## src/design/assert_macros.svh

```systemverilog
// assertion macros shared by the sector cache tag controller
`ifndef ASSERT_MACROS_SVH
`define ASSERT_MACROS_SVH
`ifndef SYNTHESIS
// checked on every rising clock edge outside reset
`define SCLT_ASSERT(lbl, prop, msg) \
    lbl: assert property (@(posedge clk) disable iff (!rst_n) (prop)) else $error(msg);
// checked on every rising clock edge, reset included
`define SCLT_ASSERT_ALWAYS(lbl, prop, msg) \
    lbl: assert property (@(posedge clk) (prop)) else $error(msg);
`else
`define SCLT_ASSERT(lbl, prop, msg)
`define SCLT_ASSERT_ALWAYS(lbl, prop, msg)
`endif
`endif

```

## src/design/sclt_pkg.sv

```systemverilog
// shared types and constants of the sector cache tag controller
package sclt_pkg;

    localparam logic [15:0] MAX_SECTOR = 16'd4096;

    typedef enum logic [1:0] {
        CMD_READ    = 2'd0,
        CMD_WRITE   = 2'd1,
        CMD_INV_DEV = 2'd2,
        CMD_INV_ALL = 2'd3
    } cmd_t;

    typedef enum logic [1:0] {
        ST_OK      = 2'd0,
        ST_BAD_ARG = 2'd1,
        ST_DEV_ERR = 2'd2
    } status_t;

    typedef enum logic [2:0] {
        CTRL_IDLE,
        CTRL_CHECK,
        CTRL_SCAN,
        CTRL_COMMIT,
        CTRL_DONE
    } ctrl_state_t;

    // search token walking along the row of tag cells
    typedef struct packed {
        logic        vld;
        logic [3:0]  dev;
        logic [47:0] blk;
        logic        found;
        logic        inv_found;
        logic [63:0] best_age;
    } scan_pkt_t;

    // update broadcast to every cell
    typedef struct packed {
        logic        install;
        logic        inv_all;
        logic        inv_dev;
        logic [3:0]  dev;
        logic [47:0] blk;
        logic [63:0] age;
    } upd_t;

endpackage

```

## src/design/sclt_cell.sv

```systemverilog
// one tag cell: holds a single entry and passes the search token on
module sclt_cell
    import sclt_pkg::*;
#(
    parameter int IDX = 0,
    parameter int IW  = 4
)
(
    input  logic            clk,
    input  logic            rst_n,
    input  scan_pkt_t       pkt_in,
    input  logic [IW-1:0]   match_idx_in,
    input  logic [IW-1:0]   inv_idx_in,
    input  logic [IW-1:0]   best_idx_in,
    output scan_pkt_t       pkt_out,
    output logic [IW-1:0]   match_idx_out,
    output logic [IW-1:0]   inv_idx_out,
    output logic [IW-1:0]   best_idx_out,
    input  upd_t            upd,
    input  logic [IW-1:0]   upd_idx
);

    localparam logic [IW-1:0] MY_IDX = IW'(IDX);

    logic          valid_reg;
    logic [3:0]    dev_reg;
    logic [47:0]   blk_reg;
    logic [63:0]   age_reg;

    logic          tok_vld_reg;
    scan_pkt_t     pkt_reg;
    scan_pkt_t     pkt_next;
    logic [IW-1:0] match_idx_reg, match_idx_next;
    logic [IW-1:0] inv_idx_reg, inv_idx_next;
    logic [IW-1:0] best_idx_reg, best_idx_next;

    logic          hit_here;
    logic          inv_here;
    logic          old_here;

    assign hit_here = valid_reg && !pkt_in.found
                      && (dev_reg == pkt_in.dev) && (blk_reg == pkt_in.blk);
    assign inv_here = !valid_reg && !pkt_in.inv_found;
    assign old_here = valid_reg && (age_reg < pkt_in.best_age);

    always_comb
    begin
        pkt_next       = pkt_in;
        match_idx_next = match_idx_in;
        inv_idx_next   = inv_idx_in;
        best_idx_next  = best_idx_in;
        if (hit_here)
        begin
            pkt_next.found = 1'b1;
            match_idx_next = MY_IDX;
        end
        if (inv_here)
        begin
            pkt_next.inv_found = 1'b1;
            inv_idx_next       = MY_IDX;
        end
        if (old_here)
        begin
            pkt_next.best_age = age_reg;
            best_idx_next     = MY_IDX;
        end
    end

    // token valid and entry valid are control
    always_ff @(posedge clk or negedge rst_n)
    begin
        if (!rst_n)
        begin
            tok_vld_reg <= 1'b0;
            valid_reg   <= 1'b0;
        end
        else
        begin
            tok_vld_reg <= pkt_in.vld;
            if (upd.install && (upd_idx == MY_IDX))
            begin
                valid_reg <= 1'b1;
            end
            else if (upd.inv_all || (upd.inv_dev && (dev_reg == upd.dev)))
            begin
                valid_reg <= 1'b0;
            end
        end
    end

    always_ff @(posedge clk)
    begin
        pkt_reg       <= pkt_next;
        match_idx_reg <= match_idx_next;
        inv_idx_reg   <= inv_idx_next;
        best_idx_reg  <= best_idx_next;
        if (upd.install && (upd_idx == MY_IDX))
        begin
            dev_reg <= upd.dev;
            blk_reg <= upd.blk;
            age_reg <= upd.age;
        end
    end

    // token valid comes from the reset register
    always_comb
    begin
        pkt_out     = pkt_reg;
        pkt_out.vld = tok_vld_reg;
    end

    assign match_idx_out = match_idx_reg;
    assign inv_idx_out   = inv_idx_reg;
    assign best_idx_out  = best_idx_reg;

endmodule
```

## config.mk

```make
export PLATFORM = sky130hd
export DESIGN_NAME = sclt_cell
export DESIGN_NICKNAME = d
export VERILOG_FILES = /design/src/design/assert_macros.svh /design/src/design/sclt_pkg.sv /design/src/design/sclt_cell.sv
export SDC_FILE = /design/constraint.sdc
export NUM_CORES = 1
export LEC_CHECK = 0
export ABC_CLOCK_PERIOD_IN_PS = 3050
export BUFFER_PORTS_ARGS = -buffer_cell sky130_fd_sc_hd__buf_4
export CORE_AREA = 2 2 152 154
export DETAILED_ROUTE_END_ITERATION = 10
export DIE_AREA = 0 0 154 156
export PLACE_DENSITY = 0.71
export SETUP_SLACK_MARGIN = 0.1
export SYNTH_ARGS = -nofsm -noshare
export SYNTH_HDL_FRONTEND = slang
export SYNTH_SLANG_ARGS = --single-unit
```

## constraint.sdc

```tcl
create_clock -name clk -period 3.05 [get_ports clk]
set_input_delay 0.61 -clock clk [delete_from_list [all_inputs] [get_ports clk]]
set_output_delay 0.61 -clock clk [all_outputs]
set_load 0.01 [all_outputs]
```

==> results of run 1 <==
through the flow:
stage | instance area (µm²) | TNS [ps] | utilization | total power [mW] | cells
after floorplan | 9356 | 0 | - | 4.064 | 650
after global placement | 12670 | 0 | 0.5667 | 4.591 | 1323
after CTS | 13570 | 0 | 0.6066 | 7.812 | 1374
after detailed placement | 12670 | -440.9 | 0.5667 | 4.606 | 1323
final | 13570 | 0 | 0.6066 | 7.736 | 1374
after global routing | 13570 | 0 | 0.6066 | 8.022 | 1374
final cells by class:
type,instances,area [µm²]
clock buffer,43,805.8
clock inverter,7,76.32
fill,1800,8798
inverter,74,277.8
multi-input combinational,320,2869
sequential,248,6136
tap,285,356.6
timing repair buffer,397,3045
worst max-delay path by stage:
stage | cells after the start | slack, ps | endpoint
after global routing | 8 | 130 | pkt_out[1]
after global placement | 11 | 4 | pkt_out[6]
final | 9 | 320 | pkt_out[1]
after detailed placement | 11 | -40 | pkt_out[14]
after CTS | 9 | 220 | pkt_out[1]
after floorplan | 2 | 280 | age_reg[0]
Yosys cell counts, types with 2 or more instances:
cell type / count
sky130_fd_sc_hd__nor2_1: 7
sky130_fd_sc_hd__nand4_1: 18
sky130_fd_sc_hd__buf_6: 2
sky130_fd_sc_hd__a221oi_1: 3
sky130_fd_sc_hd__a21oi_1: 21
sky130_fd_sc_hd__nor2b_1: 5
sky130_fd_sc_hd__ha_1: 63
sky130_fd_sc_hd__a31oi_1: 4
sky130_fd_sc_hd__dfrtp_1: 2
sky130_fd_sc_hd__o21ai_1: 2
sky130_fd_sc_hd__dfxtp_1: 130
sky130_fd_sc_hd__nand3b_1: 2
sky130_fd_sc_hd__nand3_1: 5
sky130_fd_sc_hd__nand2b_1: 2
sky130_fd_sc_hd__xor2_1: 6
sky130_fd_sc_hd__inv_1: 74
sky130_fd_sc_hd__and2_1: 9
sky130_fd_sc_hd__nand2_1: 17
sky130_fd_sc_hd__a21o_1: 12
sky130_fd_sc_hd__buf_4: 5
sky130_fd_sc_hd__and4_1: 3
sky130_fd_sc_hd__edfxtp_1: 116
sky130_fd_sc_hd__mux2_2: 48
sky130_fd_sc_hd__mux2_4: 16
sky130_fd_sc_hd__nor4_1: 7
sky130_fd_sc_hd__o21ai_0: 8
sky130_fd_sc_hd__nor3_1: 3
sky130_fd_sc_hd__xnor2_1: 41
sky130_fd_sc_hd__o22ai_1: 2
placed cells by master, fill, tap and decap left out, types with 8 or more instances in the layout:
cell	netlist	routed
sky130_fd_sc_hd__dfxtp_1	130	130
sky130_fd_sc_hd__a21o_1	12	12
sky130_fd_sc_hd__clkbuf_16	0	27
sky130_fd_sc_hd__a21oi_1	21	21
sky130_fd_sc_hd__mux2_2	48	48
sky130_fd_sc_hd__mux2_4	16	16
sky130_fd_sc_hd__edfxtp_1	116	116
sky130_fd_sc_hd__inv_1	74	74
sky130_fd_sc_hd__nand4_1	18	18
sky130_fd_sc_hd__clkbuf_1	0	9
sky130_fd_sc_hd__o21ai_0	8	8
sky130_fd_sc_hd__and2_1	9	8
sky130_fd_sc_hd__nand2_1	17	17
sky130_fd_sc_hd__xnor2_1	41	41
sky130_fd_sc_hd__ha_1	63	63
sky130_fd_sc_hd__buf_4	5	391
per-layer routing:
layer,GRT usage,vias to the layer above,part of all wire
met4,0.05385,0,0.021
met2,0.3438,203,0.51
met5,0,-,0
met1,0.2464,2994,0.41
met3,0.03611,33,0.055
li1,-,3158,-
what timing repair did:
| item | 4_1_cts | 5_1_grt |
|---|---|---|
| hold buffers | 1 | 0 |
| setup endpoints to repair | 0 | 0 |
| hold endpoints to repair | 2 | 0 |
cell families (layout without fill, tap and decap cells):
kind of cell | count (synthesis) | in the layout
simple gates | 81 | 81
buf+inv | 82 | 521
xor+xnor | 47 | 47
compound gates | 65 | 65
mux | 64 | 64
fa+ha+maj | 63 | 63
flops | 248 | 248
power breakdown:
group / total (mW) / switching (mW) / internal [mW]
combinational: 0.853 / 0.337 / 0.516
sequential: 3.68 / 0.0493 / 3.63
clock: 3.20 / 1.31 / 1.90
total: 7.74 / 1.69 / 6.04
worst register-to-register path, cell delays in order, from the launching register on:
cell,delay [ps]
sky130_fd_sc_hd__edfxtp_1,400
sky130_fd_sc_hd__ha_1,310
sky130_fd_sc_hd__nand2_1,60
sky130_fd_sc_hd__o21ai_0,210
sky130_fd_sc_hd__a21oi_1,190
sky130_fd_sc_hd__o211ai_1,310
sky130_fd_sc_hd__a31oi_1,180
sky130_fd_sc_hd__a31oi_4,340
sky130_fd_sc_hd__buf_12,250
sky130_fd_sc_hd__mux2_2,380
==> impl_metrics.json, run 1 <==
{
  "tritoncts_clock_tree": "done",
  "hold_ws_ps": 174.3,
  "ys.flop_type": "sky130_fd_sc_hd__dfxtp_1",
  "hold_depth": 1,
  "setup_ws_ps": 318.3,
  "setup.worst_path.class": "reg -> reg",
  "critical_path.reg2reg.startpoint": "age_reg[2]",
  "num_rows": 55,
  "core_region_area_mm2": 0.02237,
  "timing.reg2reg.setup_slack_ps": 320,
  "worst_path_largest_cell_delay_ps": 400,
  "buffers_added_on_ports": 386,
  "antenna_violating_nets_post_route": 0,
  "dieArea_mm2": 0.02402,
  "finClkSkew_ps": 15.78,
  "timing.hold.worst.class": "in -> reg",
  "post_cts_buffers": 0,
  "synth_edf_count": 116,
  "async_flop_share": 0.008065,
  "detailroute.via_count": 6388,
  "critical-path-slowest-cell": "sky130_fd_sc_hd__edfxtp_1",
  "timing.critical_path.max_delay_family": "compound AO/OA/AOI/OAI gates",
  "min_delay_worst_endpoint": "tok_vld_reg",
  "detail_route.wirelength_um": 24680,
  "post_cts_sizing_count": 0,
  "design.portCount": 387,
  "global_routing_usage_summed_across_all_routing_layers": 0.1949,
  "startpoint": "age_reg[2]",
  "timing.reg2reg.worst_path_depth": 9,
  "synthesis.yosys.warnings": 0,
  "largest_reg_flops": 118,
  "cts_made_buffers": 27,
  "timing.hold.worst.start": "pkt_in[118]",
  "layout.nets": 1387,
  "power.leakage_nw": 6.194,
  "drc_errors": 0,
  "grt_antenna_before_repair": 0,
  "power_density_mw_per_mm2": 570.2,
  "setup_repair_after_global_routing_missed_its_margin": "false",
  "critical_r2r_capture": "pkt_out[1]",
  "worstPathArrival_ps": 3150,
  "report.final.hold_viol_count": 0,
  "synth_area_leaders": "sky130_fd_sc_hd__edfxtp_1 (37%), sky130_fd_sc_hd__dfxtp_1 (28%), sky130_fd_sc_hd__ha_1 (8.4%)",
  "timing.final.max_slew_violations": 0,
  "postSynthCellCount": 650,
  "synth_fp_nets": 969,
  "grt_start_max_net_pins": 46,
  "path_buf_inv": 1,
  "post_synth_and_or_nand_nor_area_fraction": 0.04842,
  "hpwl_um": 19520,
  "drt-pass1-iter-count": 6,
  "syn_avg_cell_area_um2": 14.39,
  "synthDominantCellAreaShare": 0.3723,
  "h-tree-depth": 1,
  "layout-area-overhead-vs-synth_pct": 45.02,
  "clkSinkCount": 248,
  "synth_fa_ha_area_frac": 0.08426,
  "y_dimension_of_the_die_um": 156,
  "crit_chain": "ha_1 -> nand2_1 -> o21ai_0 -> a21oi_1 -> o211ai_1 -> a31oi_1 -> a31oi_4 -> buf_12 -> mux2_2",
  "maxCapViolCount": 0,
  "synthDominantAreaCellType": "sky130_fd_sc_hd__edfxtp_1",
  "dp_slack_ps": -43.95,
  "clk_root_buffer_cell": "sky130_fd_sc_hd__clkbuf_16",
  "grt.overflow.total": 0,
  "finalSetupViolCount": 0,
  "timing.critical_path.to_type": "register",
  "synth.yosys.seq_area_share": 0.6559,
  "grt_pass1_vias": 6500,
  "startpoint_type": "register",
  "required_arrival_time_at_the_worst_endpoint_ps": 3460,
  "max-slew-margin-rel": 0.5661,
  "cts.path.max_buffers": 3,
  "drive_gt1_frac": 0.4637,
  "post_synth_mux_area_share": 0.08346,
  "ys_seq_elements": 248,
  "grt_first_pass_wirelength_um": 35930,
  "outcome": "complete, no violations",
  "final_period_minus_worst_setup_slack_ps": 2732,
  "synth-compound-area-share": 0.04628,
  "initial_utilization": 0.4183,
  "worstSkewPairLatency_ps": 540,
  "routed_wire_length_per_instance_um": 17.97,
  "crit_fanout": 25,
  "die_w_um": 154,
  "drt-vias-per-instance": 4.649,
  "tightest_slew_ps": 644.9,
  "fmax_mhz": 366.1,
  "clock_slew_at_reported_path_ffs_ps": 60,
  "drt_iter0_drc": 218,
  "synth_top_family_by_area": "adder cells",
  "synth_cell_type_count": 46,
  "vdd_drop_max_mv": 0.4648,
  "final_antenna_diode_count": 0,
  "gpl.final_weighted_congestion": 0.8668,
  "synthXorXnorAreaFrac": 0.04400,
  "min_period_over_period": 0.8956,
  "synth.cell_area_mm2": 0.009355
}
Note: power is estimated with default switching activity, not from simulation.
==> inputs of run 2 (changes only) <==
--- a/config.mk
+++ b/config.mk
@@ -5,7 +5,7 @@
 export SDC_FILE = /design/constraint.sdc
 export NUM_CORES = 1
 export LEC_CHECK = 0
-export ABC_CLOCK_PERIOD_IN_PS = 3050
+export ABC_CLOCK_PERIOD_IN_PS = 2900
 export BUFFER_PORTS_ARGS = -buffer_cell sky130_fd_sc_hd__buf_4
 export CORE_AREA = 2 2 152 154
 export DETAILED_ROUTE_END_ITERATION = 10
==> constraint.sdc (replaced) <==
create_clock -name clk -period 2.9 [get_ports clk]
set_input_delay 0.58 -clock clk [delete_from_list [all_inputs] [get_ports clk]]
set_output_delay 0.58 -clock clk [all_outputs]
set_load 0.01 [all_outputs]
==> run 2 against run 1 <==
  * Total power up 5.1%
  * First-iteration DRC count up 19%
  * Critical path depth up 1
  * Via count up 0.33%
  * Fmax about the same
  * Design area up 0.92%
==> impl_metrics.json, run 2 (synthesized netlist as in run 1, its figures left out) <==
{
  "routed_wire_length_per_instance_um": 18.12,
  "timing.hold.worst.class": "in -> reg",
  "core_region_area_mm2": 0.02237,
  "cts.path.max_buffers": 3,
  "tritoncts_clock_tree": "done",
  "final_period_minus_worst_setup_slack_ps": 2731,
  "largest_reg_flops": 118,
  "max-slew-margin-rel": 0.4995,
  "critical_path.reg2reg.startpoint": "age_reg[6]",
  "drt-vias-per-instance": 4.641,
  "clkSinkCount": 248,
  "fmax_mhz": 366.2,
  "detailroute.via_count": 6409,
  "worst_path_largest_cell_delay_ps": 430,
  "hpwl_um": 19460,
  "grt_antenna_before_repair": 1,
  "layout_commonest_cell": "sky130_fd_sc_hd__buf_4",
  "worstPathArrival_ps": 3150,
  "cts_made_buffers": 27,
  "num_rows": 55,
  "grt_pass1_vias": 6571,
  "mostFrequentLayoutCells": "sky130_fd_sc_hd__buf_4 (396), sky130_fd_sc_hd__dfxtp_1 (130), sky130_fd_sc_hd__edfxtp_1 (116), sky130_fd_sc_hd__inv_1 (74), sky130_fd_sc_hd__ha_1 (62)",
  "dp_slack_ps": -300.8,
  "die_w_um": 154,
  "crit_chain": "ha_1 -> nand2_1 -> nor2_1 -> a21oi_2 -> o211ai_1 -> a31oi_2 -> a31oi_4 -> buf_12 -> buf_16 -> mux2_2",
  "initial_utilization": 0.4183,
  "drc_errors": 0,
  "startpoint_type": "register",
  "critical-path-slowest-cell": "sky130_fd_sc_hd__edfxtp_1",
  "timing.final.max_slew_violations": 0,
  "maxCapViolCount": 0,
  "min_period_over_period": 0.9417,
  "final_antenna_diode_count": 0,
  "layout-area-overhead-vs-synth_pct": 46.36,
  "setup.worst_path.class": "reg -> reg",
  "y_dimension_of_the_die_um": 156,
  "fin_area_mm2": 0.01369,
  "detail_route.wirelength_um": 25030,
  "setup_ws_ps": 169.1,
  "placed_area_mm2": 0.01267,
  "worstSkewPairLatency_ps": 540,
  "vdd_drop_max_mv": 0.4487,
  "power.leakage_nw": 6.243,
  "grt_start_max_net_pins": 53,
  "startpoint": "age_reg[6]",
  "finalPower_mw": 8.129,
  "timing.hold.worst.start": "pkt_in[118]",
  "multi_input_area_mm2": 0.002912,
  "grt_first_pass_wirelength_um": 36290,
  "gpl.final_weighted_congestion": 0.8567,
  "required_arrival_time_at_the_worst_endpoint_ps": 3320,
  "buffers_added_on_ports": 386,
  "clk_root_buffer_cell": "sky130_fd_sc_hd__clkbuf_16",
  "global_routing_usage_summed_across_all_routing_layers": 0.1972,
  "h-tree-depth": 1,
  "timing.critical_path.max_delay_family": "compound AO/OA/AOI/OAI gates",
  "drt_iter0_drc": 259,
  "timing.critical_path.to_type": "register",
  "power_density_mw_per_mm2": 593.7,
  "drt-pass1-iter-count": 4,
  "final_core_util": 0.6122,
  "antenna_violating_nets_post_route": 0,
  "drive_gt1_frac": 0.4735,
  "dieArea_mm2": 0.02402,
  "path_buf_inv": 2,
  "tightest_slew_ps": 744.0,
  "crit_fanout": 23,
  "fillCellCount": 1785,
  "design.portCount": 387,
  "setup-tns-final_ps": 0,
  "grt.overflow.total": 0,
  "layout.nets": 1394,
  "seqCellArea_mm2": 0.006136,
  "setup_repair_after_global_routing_missed_its_margin": "true",
  "clock_slew_at_reported_path_ffs_ps": 60,
  "outcome": "complete, no violations",
  "finalSetupViolCount": 0,
  "report.final.hold_viol_count": 0,
  "finClkSkew_ps": 16.13
}
## run 2: cell count changes in the layout (fill, tap and decap cells not counted), moves of 2 or more
cell	change
sky130_fd_sc_hd__clkinv_1	+2
sky130_fd_sc_hd__o21ai_2	+2
sky130_fd_sc_hd__clkbuf_1	-2
sky130_fd_sc_hd__buf_4	+5
sky130_fd_sc_hd__buf_16	+2
sky130_fd_sc_hd__inv_4	-2
sky130_fd_sc_hd__clkbuf_8	-5
sky130_fd_sc_hd__o21ai_0	-2
sky130_fd_sc_hd__clkinv_2	+4
## run 2: area by class of cell
type	count	area share
flip-flops and latches	248	0.4481
repair buffers	404	0.2296
multi-input cells	320	0.2126
clock buffers	36	0.05328
well taps	285	0.02604
inverters	74	0.02029
clock inverters	14	0.01005
## run 2: path summary, 6_finish.rpt
path                                to  slack [ps]  depth (start not counted)
setup reg to reg           pkt_out[21]         170                         10
min in group asynchronous    valid_reg         360                          2
max in group asynchronous  tok_vld_reg        2450                          2
setup / recovery           pkt_out[21]         170                         10
hold reg to reg            pkt_out[62]         510                          1
hold / removal             tok_vld_reg         150                          1
## run 2: metal layers
layer	track usage	share of wire	vias up
li1	-	-	3168
met1	0.2464	0.41	2982
met2	0.3449	0.51	209
met3	0.04139	0.055	48
met4	0.05964	0.024	2
met5	0	0.00040	-
## run 2: repair_timing
action                                  4_1_cts  5_1_grt
setup buffers                                 1        1
endpoints found under the setup margin       64       64
pin swaps                                     3        2
hold buffers                                  1        0
cloned                                        1        1
endpoints found under the hold margin         2        0
gates resized for setup                       5        9
## run 2: power breakdown
part | total (mW) | switching [mW] | internal [mW] | leakage, nW
registers | 3.87 | 0.0525 | 3.82 | 2.17
clock network | 3.34 | 1.39 | 1.95 | 0.426
logic | 0.916 | 0.361 | 0.556 | 3.65
total | 8.13 | 1.80 | 6.33 | 6.24
## run 2: through the flow
stage	hold WS (ps)	cells
after detailed placement	365.4	1326
final	147.3	1381
after CTS	119.5	1379
after floorplan	284.4	650
after global placement	366.1	1326
after global routing	121.0	1381
